===== config.mk =====
export PLATFORM = sky130hd
export DESIGN_NAME = periodic_task_tick_scheduler_top
export DESIGN_NICKNAME = d
export VERILOG_FILES = /design/src/rtl/ptts_pkg.sv /design/src/rtl/ptts_ctrl.sv /design/src/rtl/ptts_datapath.sv /design/src/rtl/periodic_task_tick_scheduler_top.sv
export SDC_FILE = /design/constraint.sdc
export NUM_CORES = 1
export LEC_CHECK = 0
export ABC_CLOCK_PERIOD_IN_PS = 5750
export BUFFER_PORTS_ARGS = -buffer_cell sky130_fd_sc_hd__buf_2
export CAP_MARGIN = 20
export CORE_MARGIN = 2
export CORE_UTILIZATION = 50
export CTS_BUF_LIST = sky130_fd_sc_hd__clkbuf_2
export DETAILED_ROUTE_END_ITERATION = 6
export PLACE_DENSITY_LB_ADDON = 0.2
export SLEW_MARGIN = 20
export SYNTH_ARGS = -nofsm -noshare
export SYNTH_HDL_FRONTEND = slang
export SYNTH_HIERARCHICAL = 1
export SYNTH_SLANG_ARGS = --single-unit

===== constraint.sdc =====
create_clock -name clk -period 5.75 [get_ports clk]
set_clock_uncertainty 0.2 [all_clocks]
set_input_delay 0.8625 -clock clk [delete_from_list [all_inputs] [get_ports clk]]
set_output_delay 0.8625 -clock clk [all_outputs]
set_load 0.03 [all_outputs]

===== src/rtl/ptts_pkg.sv =====
// Shared types and constants of the periodic task tick scheduler.
`timescale 1ns / 1ps

package ptts_pkg;

	localparam int unsigned SLOT_W = 8;
	localparam int unsigned TIME_W = 16;
	localparam int unsigned DUE_W = 3;
	localparam int unsigned MAX_RESULTS = 8;
	localparam int unsigned RCNT_W = 4;

	typedef enum logic [1:0] {
		KIND_CREATE = 2'd0,
		KIND_DUE    = 2'd1,
		KIND_NONE   = 2'd2
	} kind_t;

	typedef enum logic {
		STATUS_OK  = 1'b0,
		STATUS_BAD = 1'b1
	} status_t;

	typedef enum logic {
		CMD_TICK   = 1'b0,
		CMD_CREATE = 1'b1
	} cmd_t;

	// controller -> datapath
	typedef struct packed {
		logic start_create;
		logic start_tick;
		logic step;
		logic fin;
	} ctl_cmd_t;

	// datapath -> controller
	typedef struct packed {
		logic need_push;
		logic out_free;
		logic scan_done;
	} dp_status_t;

endpackage


===== src/rtl/ptts_ctrl.sv =====
// Sequencing state machine of the scheduler: idle, slot scan, final beat.
`timescale 1ns / 1ps

module ptts_ctrl (
	input  logic                   clk,
	input  logic                   arst_n,
	input  logic                   in_valid,
	input  logic                   cmd,
	output logic                   in_stall,
	input  ptts_pkg::dp_status_t   dp_sts,
	output ptts_pkg::ctl_cmd_t     ctl
);
	import ptts_pkg::*;

	typedef enum logic [2:0] {
		ST_IDLE = 3'b001,
		ST_SCAN = 3'b010,
		ST_FIN  = 3'b100
	} state_t;

	state_t state_q;
	state_t state_d;

	always_comb begin
		state_d          = state_q;
		in_stall         = 1'b1;
		ctl.start_create = 1'b0;
		ctl.start_tick   = 1'b0;
		ctl.step         = 1'b0;
		ctl.fin          = 1'b0;
		case (state_q)
			ST_IDLE: begin
				in_stall = 1'b0;
				if (in_valid) begin
					if (cmd == CMD_CREATE) begin
						ctl.start_create = 1'b1;
						state_d          = ST_FIN;
					end else begin
						ctl.start_tick = 1'b1;
						state_d        = ST_SCAN;
					end
				end
			end
			ST_SCAN: begin
				if (dp_sts.scan_done) begin
					state_d = ST_FIN;
				end else begin
					// hold the scan while a due beat cannot leave
					ctl.step = !(dp_sts.need_push && !dp_sts.out_free);
				end
			end
			ST_FIN: begin
				if (dp_sts.out_free) begin
					ctl.fin = 1'b1;
					state_d = ST_IDLE;
				end
			end
			default: begin
				state_d = ST_IDLE;
			end
		endcase
	end

	always_ff @(posedge clk or negedge arst_n) begin
		if (!arst_n) begin
			state_q <= ST_IDLE;
		end else begin
			state_q <= state_d;
		end
	end

	a_step_only_scan: assert property (@(posedge clk) disable iff (!arst_n)
		ctl.step |-> (state_q == ST_SCAN))
		else $error("scan step outside scan");

	a_fin_to_idle: assert property (@(posedge clk) disable iff (!arst_n)
		ctl.fin |=> (state_q == ST_IDLE))
		else $error("final beat did not return to idle");

	a_create_to_fin: assert property (@(posedge clk) disable iff (!arst_n)
		ctl.start_create |=> (state_q == ST_FIN))
		else $error("create did not go to final beat");

endmodule


===== src/rtl/ptts_datapath.sv =====
// Timer memories, live flags, scan pipeline and output register.
`timescale 1ns / 1ps

module ptts_datapath #(
	parameter int unsigned MAX_TASKS = 8
) (
	input  logic                            clk,
	input  logic                            arst_n,
	input  ptts_pkg::ctl_cmd_t              ctl,
	output ptts_pkg::dp_status_t            dp_sts,
	input  logic [ptts_pkg::SLOT_W-1:0]     task_slot,
	input  logic [ptts_pkg::TIME_W-1:0]     period_ticks,
	input  logic [ptts_pkg::TIME_W-1:0]     first_delay,
	output logic                            out_valid,
	input  logic                            out_stall,
	output logic [1:0]                      kind,
	output logic [ptts_pkg::DUE_W-1:0]      due_slot,
	output logic                            status,
	output logic                            last
);
	import ptts_pkg::*;

	localparam int unsigned IW = (MAX_TASKS > 1) ? $clog2(MAX_TASKS) : 1;
	localparam int unsigned CW = $clog2(MAX_TASKS + 1);

	logic [TIME_W-1:0] cd_mem [MAX_TASKS];
	logic [TIME_W-1:0] rp_mem [MAX_TASKS];
	logic [MAX_TASKS-1:0] live_q;

	logic [CW-1:0]     rd_idx_q;
	logic              valid_s1;
	logic [IW-1:0]     idx_s1;
	logic [TIME_W-1:0] cd_s1;
	logic [TIME_W-1:0] rp_s1;

	logic              pend_valid_q;
	logic [DUE_W-1:0]  pend_slot_q;
	logic [RCNT_W-1:0] rcnt_q;
	logic              is_create_q;
	logic              bad_q;

	logic              out_valid_q;
	logic [1:0]        kind_q;
	logic [DUE_W-1:0]  due_slot_q;
	logic              status_q;
	logic              last_q;

	logic              slot_ok;
	logic              rd_en;
	logic              s1_live;
	logic              s1_due;
	logic              s1_report;
	logic              push;
	logic              out_free;
	logic              mem_we;
	logic [IW-1:0]     wr_addr;
	logic [TIME_W-1:0] wr_cd;
	logic [IW+DUE_W-1:0] idx_ext;

	assign slot_ok   = ({1'b0, task_slot} < (SLOT_W + 1)'(MAX_TASKS));
	assign rd_en     = ctl.step && (rd_idx_q < CW'(MAX_TASKS));
	assign s1_live   = valid_s1 && live_q[idx_s1];
	assign s1_due    = s1_live && (cd_s1 == '0);
	assign s1_report = s1_due && (rcnt_q < RCNT_W'(MAX_RESULTS));
	assign push      = ctl.step && s1_report && pend_valid_q;
	assign out_free  = !out_valid_q || !out_stall;
	assign idx_ext   = {{DUE_W{1'b0}}, idx_s1};

	assign dp_sts.need_push = s1_report && pend_valid_q;
	assign dp_sts.out_free  = out_free;
	assign dp_sts.scan_done = !valid_s1 && (rd_idx_q == CW'(MAX_TASKS));

	// single write port: create at accept, countdown write-back during scan
	always_comb begin
		mem_we  = 1'b0;
		wr_addr = idx_s1;
		wr_cd   = cd_s1 - 1'b1;
		if (ctl.start_create) begin
			mem_we  = slot_ok;
			wr_addr = task_slot[IW-1:0];
			wr_cd   = first_delay;
		end else if (ctl.step && s1_live) begin
			mem_we = 1'b1;
			if (s1_due) begin
				wr_cd = rp_s1 - 1'b1;
			end
		end
	end

	always_ff @(posedge clk) begin
		if (mem_we) begin
			cd_mem[wr_addr] <= wr_cd;
		end
		if (ctl.start_create && slot_ok) begin
			rp_mem[wr_addr] <= period_ticks;
		end
		if (rd_en) begin
			cd_s1 <= cd_mem[rd_idx_q[IW-1:0]];
			rp_s1 <= rp_mem[rd_idx_q[IW-1:0]];
		end
		if (ctl.step) begin
			idx_s1 <= rd_idx_q[IW-1:0];
		end
		if (ctl.start_create) begin
			bad_q <= !slot_ok;
		end
	end

	always_ff @(posedge clk or negedge arst_n) begin
		if (!arst_n) begin
			live_q       <= '0;
			rd_idx_q     <= '0;
			valid_s1     <= 1'b0;
			pend_valid_q <= 1'b0;
			pend_slot_q  <= '0;
			rcnt_q       <= '0;
			is_create_q  <= 1'b0;
		end else begin
			if (ctl.start_create) begin
				is_create_q <= 1'b1;
				if (slot_ok) begin
					live_q[task_slot[IW-1:0]] <= 1'b1;
				end
			end
			if (ctl.start_tick) begin
				is_create_q  <= 1'b0;
				rd_idx_q     <= '0;
				valid_s1     <= 1'b0;
				pend_valid_q <= 1'b0;
				rcnt_q       <= '0;
			end
			if (ctl.step) begin
				valid_s1 <= rd_en;
				if (rd_en) begin
					rd_idx_q <= rd_idx_q + 1'b1;
				end
				if (s1_report) begin
					pend_valid_q <= 1'b1;
					pend_slot_q  <= idx_ext[DUE_W-1:0];
					rcnt_q       <= rcnt_q + 1'b1;
				end
			end
		end
	end

	// output register: earlier due beats leave with last low, the final beat
	// is built once the scan has drained, or straight after a create
	always_ff @(posedge clk) begin
		if (push) begin
			kind_q     <= KIND_DUE;
			due_slot_q <= pend_slot_q;
			status_q   <= STATUS_OK;
			last_q     <= 1'b0;
		end else if (ctl.fin) begin
			last_q <= 1'b1;
			if (is_create_q) begin
				kind_q     <= KIND_CREATE;
				due_slot_q <= '0;
				status_q   <= bad_q ? STATUS_BAD : STATUS_OK;
			end else if (pend_valid_q) begin
				kind_q     <= KIND_DUE;
				due_slot_q <= pend_slot_q;
				status_q   <= STATUS_OK;
			end else begin
				kind_q     <= KIND_NONE;
				due_slot_q <= '0;
				status_q   <= STATUS_OK;
			end
		end
	end

	always_ff @(posedge clk or negedge arst_n) begin
		if (!arst_n) begin
			out_valid_q <= 1'b0;
		end else if (push || ctl.fin) begin
			out_valid_q <= 1'b1;
		end else if (!out_stall) begin
			out_valid_q <= 1'b0;
		end
	end

	assign out_valid = out_valid_q;
	assign kind      = kind_q;
	assign due_slot  = due_slot_q;
	assign status    = status_q;
	assign last      = last_q;

	a_no_overwrite: assert property (@(posedge clk) disable iff (!arst_n)
		(push || ctl.fin) |-> out_free)
		else $error("output beat overwritten while stalled");

	a_rcnt_cap: assert property (@(posedge clk) disable iff (!arst_n)
		rcnt_q <= RCNT_W'(MAX_RESULTS))
		else $error("due report count beyond cap");

	a_pend_matches_cnt: assert property (@(posedge clk) disable iff (!arst_n)
		pend_valid_q == (rcnt_q != '0))
		else $error("pending due beat out of step with count");

	a_idx_range: assert property (@(posedge clk) disable iff (!arst_n)
		valid_s1 |-> ({1'b0, idx_s1} < (IW + 1)'(MAX_TASKS)))
		else $error("scan index beyond slot count");

endmodule


===== src/rtl/periodic_task_tick_scheduler_top.sv =====
// Top level of the periodic task tick scheduler: controller plus datapath.
// Create: accepted in idle, its single beat is loaded into the output register from the final-beat state.
// Tick: one slot visited per cycle through the countdown memory read port, except while
//   a held due beat waits on a stalled output register.
// One input beat is worked on at a time; in_stall is high from acceptance until
//   the final result beat has been loaded into the output register.
// Reset (arst_n low, asynchronous): all slots idle, no result pending, controller idle.
`timescale 1ns / 1ps

module periodic_task_tick_scheduler_top #(
	parameter int unsigned MAX_TASKS = 8
) (
	input  logic                        clk,
	input  logic                        arst_n,
	// input channel
	input  logic                        in_valid,
	output logic                        in_stall,
	input  logic                        cmd,
	input  logic [ptts_pkg::SLOT_W-1:0] task_slot,
	input  logic [ptts_pkg::TIME_W-1:0] period_ticks,
	input  logic [ptts_pkg::TIME_W-1:0] first_delay,
	// result channel
	output logic                        out_valid,
	input  logic                        out_stall,
	output logic [1:0]                  kind,
	output logic [ptts_pkg::DUE_W-1:0]  due_slot,
	output logic                        status,
	output logic                        last
);
	import ptts_pkg::*;

	// command and status between the sequencer and the datapath
	ctl_cmd_t   ctl;
	dp_status_t dp_sts;

	// The sequencer accepts one beat in idle. A create goes straight to the
	// final beat; a tick runs the slot scan first.
	ptts_ctrl u_ctrl (
		.clk      (clk),
		.arst_n   (arst_n),
		.in_valid (in_valid),
		.cmd      (cmd),
		.in_stall (in_stall),
		.dp_sts   (dp_sts),
		.ctl      (ctl)
	);

	// The datapath holds the countdown and period memories and the live flags.
	// During a scan a slot is read into the stage-1 registers and written back from
	// them, so the read and write addresses never meet. Each due slot is held back
	// by one report so that the last one can carry the last flag; the scan
	// pauses while a held report cannot enter a stalled output register.
	ptts_datapath #(
		.MAX_TASKS (MAX_TASKS)
	) u_dp (
		.clk          (clk),
		.arst_n       (arst_n),
		.ctl          (ctl),
		.dp_sts       (dp_sts),
		.task_slot    (task_slot),
		.period_ticks (period_ticks),
		.first_delay  (first_delay),
		.out_valid    (out_valid),
		.out_stall    (out_stall),
		.kind         (kind),
		.due_slot     (due_slot),
		.status       (status),
		.last         (last)
	);

endmodule


# After elaboration in Yosys (flattened, before gate mapping)
# Memories as Yosys holds them, arrays and structs flattened. A register that Yosys moved wholly into a read port is not among the register bits.
# Cells that the tools add are included.
totals:
  ff_bits: 37
  mem_count: 2
  romBits: 0
  out_inout_bits: 9
  elab_cells: 114
  ram_bits: 256
  inputBits: 45
  latchBits: 0
classes:
  bitwise: 1
  n_eq_ne: 8
  n_reduce_logical: 27
  add_sub_neg: 4
  n_mux: 51
  multipliers: 0
  n_shift: 0
  div: 0
  magnitude_cmp: 6
mem_list:
  columns: ["memory", "depth", "word_bits", "rd", "rd_clocked_by_memory_dff", "wr", "line_no", "source"]
  rows:
  - ["u_dp.cd_mem", 8, 16, 1, 1, 1, "ptts_datapath.sv:26", "logic [TIME_W-1:0] cd_mem [MAX_TASKS];"]
  - ["u_dp.rp_mem", 8, 16, 1, 1, 1, "ptts_datapath.sv:27", "logic [TIME_W-1:0] rp_mem [MAX_TASKS];"]
ops:
  columns: ["cell", "count"]
  rows:
  - ["$mux W16", 3]
  - ["$sub A16 B1 Y16 const B", 2]
  - ["$mux W3", 9]
  - ["$mux W1", 26]
  - ["$mux W4", 6]
  - ["$logic_not A16 Y1", 1]
  - ["$logic_and A1 B1 Y1", 12]
  - ["$pmux W3 S3", 1]
  - ["$add A4 B1 Y4 const B", 2]
  - ["$lt A3 B4 Y1 const B", 2]
  - ["$lt A4 B4 Y1 const B", 2]
  - ["$lt A8 B4 Y1 const B", 1]
  - ["$mux W2", 4]
  - ["$or A8 B8 Y8", 1]
  - ["$logic_not A1 Y1", 6]
  - ["$reduce_bool A2 Y1", 3]
  - ["$eq A4 B4 Y1 const B", 1]
  - ["$ne A2 B1 Y1 const B", 2]
  - ["$ne A2 B2 Y1 const B", 2]
  - ["$reduce_and A2 Y1", 2]
  - ["$bmux W1 S3", 1]
  - ["$demux W1 S3", 1]
  - ["$eq A3 B1 Y1 const B", 1]
  - ["$eq A3 B2 Y1 const B", 1]
  - ["other kinds (4)", 5]

# Logic depth before layout (Yosys ltp)
depth:
  word_depth: 15
  depth_mapped: 14
  mapped_depth_nobuf: 12

# Modules after synthesis
# The synthesis kept the hierarchy.
modules_own_cells:
  columns: ["mod", "cells_per_inst", "instances", "area_per_inst_um2"]
  rows:
  - ["ptts_datapath", 709, 1, 13171.4]
  - ["ptts_ctrl", 20, 1, 203.9]

# Worst setup path before layout
# OpenSTA, ideal clock, no wires.
synth_timing:
  path_type: "reg2reg"
  startpoint: "register u_dp.rd_idx_q[1]"
  endpoint: "memory u_dp.cd_mem[4][0], enable pin"
  path_buffers: 2
  synth_period_minus_slack_ns: 4.344
  stages_incl_launch_ff: 13
  t_required_ns: 5.162
  setup_time_ns: 0.388
  setup_slack_ns: 1.406
  t_arrival_ns: 3.756
  path_cell_list: "dfrtp_1 clkbuf_1 clkbuf_1 inv_1 ha_1 nand2_1 nor3_1 or4b_1 a21oi_1 inv_1 o41ai_1 nand2_1 nor2_1"
synth_lines:
  columns: ["item", "line_no", "source"]
  rows:
  - ["from (decl)", "ptts_datapath.sv:30", "logic [CW-1:0] rd_idx_q;"]
  - ["from (signal assigned)", "ptts_datapath.sv:135", "rd_idx_q <= rd_idx_q + 1'b1;"]
  - ["to (decl)", "ptts_datapath.sv:26", null]

==> impl_metrics.json <==
{
  "clock_latency_ps": 850,
  "ir_drop_mv": 0.174,
  "num_vias": 7251,
  "utilization_pct": 57.2,
  "htree_levels": 3,
  "placed_area_um2": 14100,
  "die_h_um": 168,
  "rsz0062_at_grt": "false",
  "drv_cap": 0,
  "num_rows": 59,
  "synth_top_cell_by_area": "edfxtp_1",
  "overflow": 0,
  "p_per_area_nw_per_um2": 347,
  "dp.cells": 1111,
  "fin_hold_ws_ps": 84.5,
  "status": "finished, final reports clean",
  "cp-end-kind": "register",
  "die_area_um2": 28100,
  "yosysWarnings": 6,
  "clock.fmax_mhz": 241,
  "p_leak_nw": 5.17,
  "drt_wl_total_mm": 28.4,
  "fin_cells": 1265,
  "die_width_um": 168,
  "yosysUniqueCellTypes": 66,
  "drt-vias-per-instance": 5.73,
  "drc": 0,
  "final.period_utilization_pct": 72.3,
  "io_buffers": 53,
  "core_um2": 26100,
  "worst-path-max-fanout": 11,
  "finalSetupViolations": 0,
  "syn_area_um2": 13400,
  "cts_tree": "built",
  "final_cell_mix": "edfxtp_1 (295), clkbuf_2 (117), mux4_2 (64), buf_2 (53), nor2_1 (40)",
  "syn-num-nets": 780,
  "stdcell_area_um2": 15000,
  "fin_crit_ps": 4160,
  "reg2reg_from": "u_dp/idx_s1[0]",
  "post-synth-top-area-fraction_pct": 66.2,
  "synth-edff-count": 295,
  "async_flop_share_pct": 8.00,
  "fin_ws_ps": 1590,
  "ant_nets": 0,
  "grt_max_degree": 68,
  "critPathArrivalTime_ps": 4430,
  "initialDrtViolationCount": 548,
  "fillers": 2082,
  "areaGrowthSynthToFinish_pct": 11.8,
  "syn-instance-count": 729,
  "clkSinkCount": 325,
  "power.total_mw": 5.19,
  "track_usage_pct": 20.8,
  "cts_root_buf": "clkbuf_2",
  "antenna_found_initial": 1,
  "grt_pass1_vias": 7717,
  "worstHoldStart": "period_ticks[14]",
  "cts_buffer_depth": 3,
  "worst_slew_pin_slew_ps": 1050,
  "ios": 54,
  "layout.nets": 924,
  "critPathRequiredTime_ps": 6020,
  "worstRegToRegCells": 10,
  "final_common_cell": "edfxtp_1",
  "clkSlewWorstSetupHoldPaths_ps": 110,
  "crit_start": "u_dp/idx_s1[0]",
  "place_congestion": 0.790,
  "syn_avg_cell_area_um2": 18.3,
  "yosysSeqAreaShare_pct": 71.7,
  "first_pass_iters": 5,
  "synth_ff_type": "edfxtp_1",
  "route.detailed.wl_per_inst_um": 22.4,
  "relSlewSlack_pct": 30.2,
  "cts_setup_buffers": 0,
  "initial_core_util_pct": 51.2,
  "cp-endpoint": "u_dp/cd_mem[2][12]",
  "pre_cts_slack_ps": 1730,
  "r2r-end": "u_dp/cd_mem[2][12]",
  "grt_pass1_wl_mm": 43.4,
  "crit_type": "register to register",
  "synth.area.top_cells": "edfxtp_1 (66%), mux4_2 (11%), dfrtp_1 (4.7%)",
  "hold_viol_final": 0,
  "setup-tns-final_ps": 0,
  "ys_ff_latch": 325,
  "drv_slew": 0,
  "numCtsBuffers": 81,
  "hp-class": "input pin to register",
  "reg2reg_setup_slack_ps": 1590,
  "drive_gt1_share_pct": 35.6,
  "dp_hpwl_mm": 16.6,
  "start_kind": "register"
}
==> sequential cells by signal, indices dropped and copies added (netlist names), 2 cells and up <==
| name | cells |
|---|---|
| u_dp/rcnt_q | 4 |
| u_ctrl/state_q | 3 |
| u_dp/live_q | 8 |
| u_dp/rp_mem | 128 |
| u_dp/kind | 2 |
| u_dp/rd_idx_q | 4 |
| u_dp/cd_mem | 128 |
| u_dp/rp_s1 | 16 |
| u_dp/pend_slot_q | 3 |
| u_dp/due_slot | 3 |
| u_dp/idx_s1 | 3 |
| u_dp/cd_s1 | 16 |
==> final cells by class <==
| class | instances | area (µm²) | share of cell area, % |
|---|---|---|---|
| Clock buffer | 117 | 586 | 3.92 |
| Multi-Input combinational cell | 357 | 3570 | 23.9 |
| Inverter | 16 | 60.1 | 0.402 |
| Timing Repair Buffer | 92 | 597 | 3.99 |
| Clock inverter | 22 | 126 | 0.845 |
| Tap cell | 335 | 419 | 2.80 |
| Antenna cell | 1 | 2.50 | 0.0167 |
| Sequential cell | 325 | 9600 | 64.2 |
==> how the worst min path moves through the flow <==
stage                              end  cells past startpoint
detailed placement      u_dp/live_q[0]                      1
global placement             u_dp/last                      1
CTS                 u_dp/rp_mem[7][14]                      1
global route         u_ctrl/state_q[2]                      2
floorplan               u_dp/idx_s1[2]                      0
finish              u_dp/rp_mem[4][14]                      1
==> logic make-up (layout without fill, tap and decap cells) <==
group / count (synthesis) / in the layout / share of synthesized area [%]
AOI/OAI and AO/OA: 52 / 52 / 2.58
xor gates and xnor gates: 25 / 25 / 1.64
adders and majority gates: 6 / 6 / 0.561
buffers and inverters: 47 / 247 / 1.63
DFF: 325 / 325 / 71.7
muxes: 118 / 118 / 15.2
other: 0 / 1 / 0
and+or+nand+nor: 156 / 156 / 6.66
==> power by group <==
group          internal, mW  switching, mW  leakage (nW)
Sequential             2.71         0.0786          3.04
Combinational         0.459          0.472          1.58
Clock                 0.592          0.881         0.553
==> layer usage <==
metal	vias to the layer above	routed length [µm]	part of all wire, %	GRT usage, %
li1	3242	-	-	-
met1	3715	11700	41	26.4
met2	228	14500	51	35.5
met3	66	1330	4.7	3.90
met4	0	792	2.8	8.81
met5	-	0	0	0
==> synth_stat cells, types with 3 or more instances <==
library cell and number:
a21boi_0 3, a21o_1 3, a21oi_1 4, a31oi_1 5, buf_2 5, clkbuf_1 20
dfrtp_1 25, dfxtp_1 4, edfxtp_1 295, ha_1 6, inv_1 16, mux2_1 4
mux2_2 36, mux2i_1 13, mux4_2 64, nand2_1 34, nand2b_1 7, nand3_1 8
nand3b_1 4, nand4_1 8, nand4b_1 4, nor2_1 40, nor2b_1 3, nor3_1 9
nor3_2 3, nor3b_1 4, nor4_1 3, o21ai_0 7, o21ai_1 12, o22ai_1 4
or2_2 9, or3_1 3, xnor2_1 18, xor2_1 7
==> worst max-delay path, stage by stage (launching register included) <==
cell and delay, ps:
edfxtp_1 550, mux2_2 390, o22ai_1 250, nor2_1 90, and2_1 190, a21oi_1 170, buf_4 200, o21ai_0 100
or4_1 650, nor2b_4 230, a222oi_1 750
==> timing repair <==
item / 4_1_cts / 5_1_grt
hold buffers: 14 / 0
hold endpoints to repair: 119 / 0
gates resized for setup: 0 / 0
No activity file was read; power rests on OpenSTA's default activity.
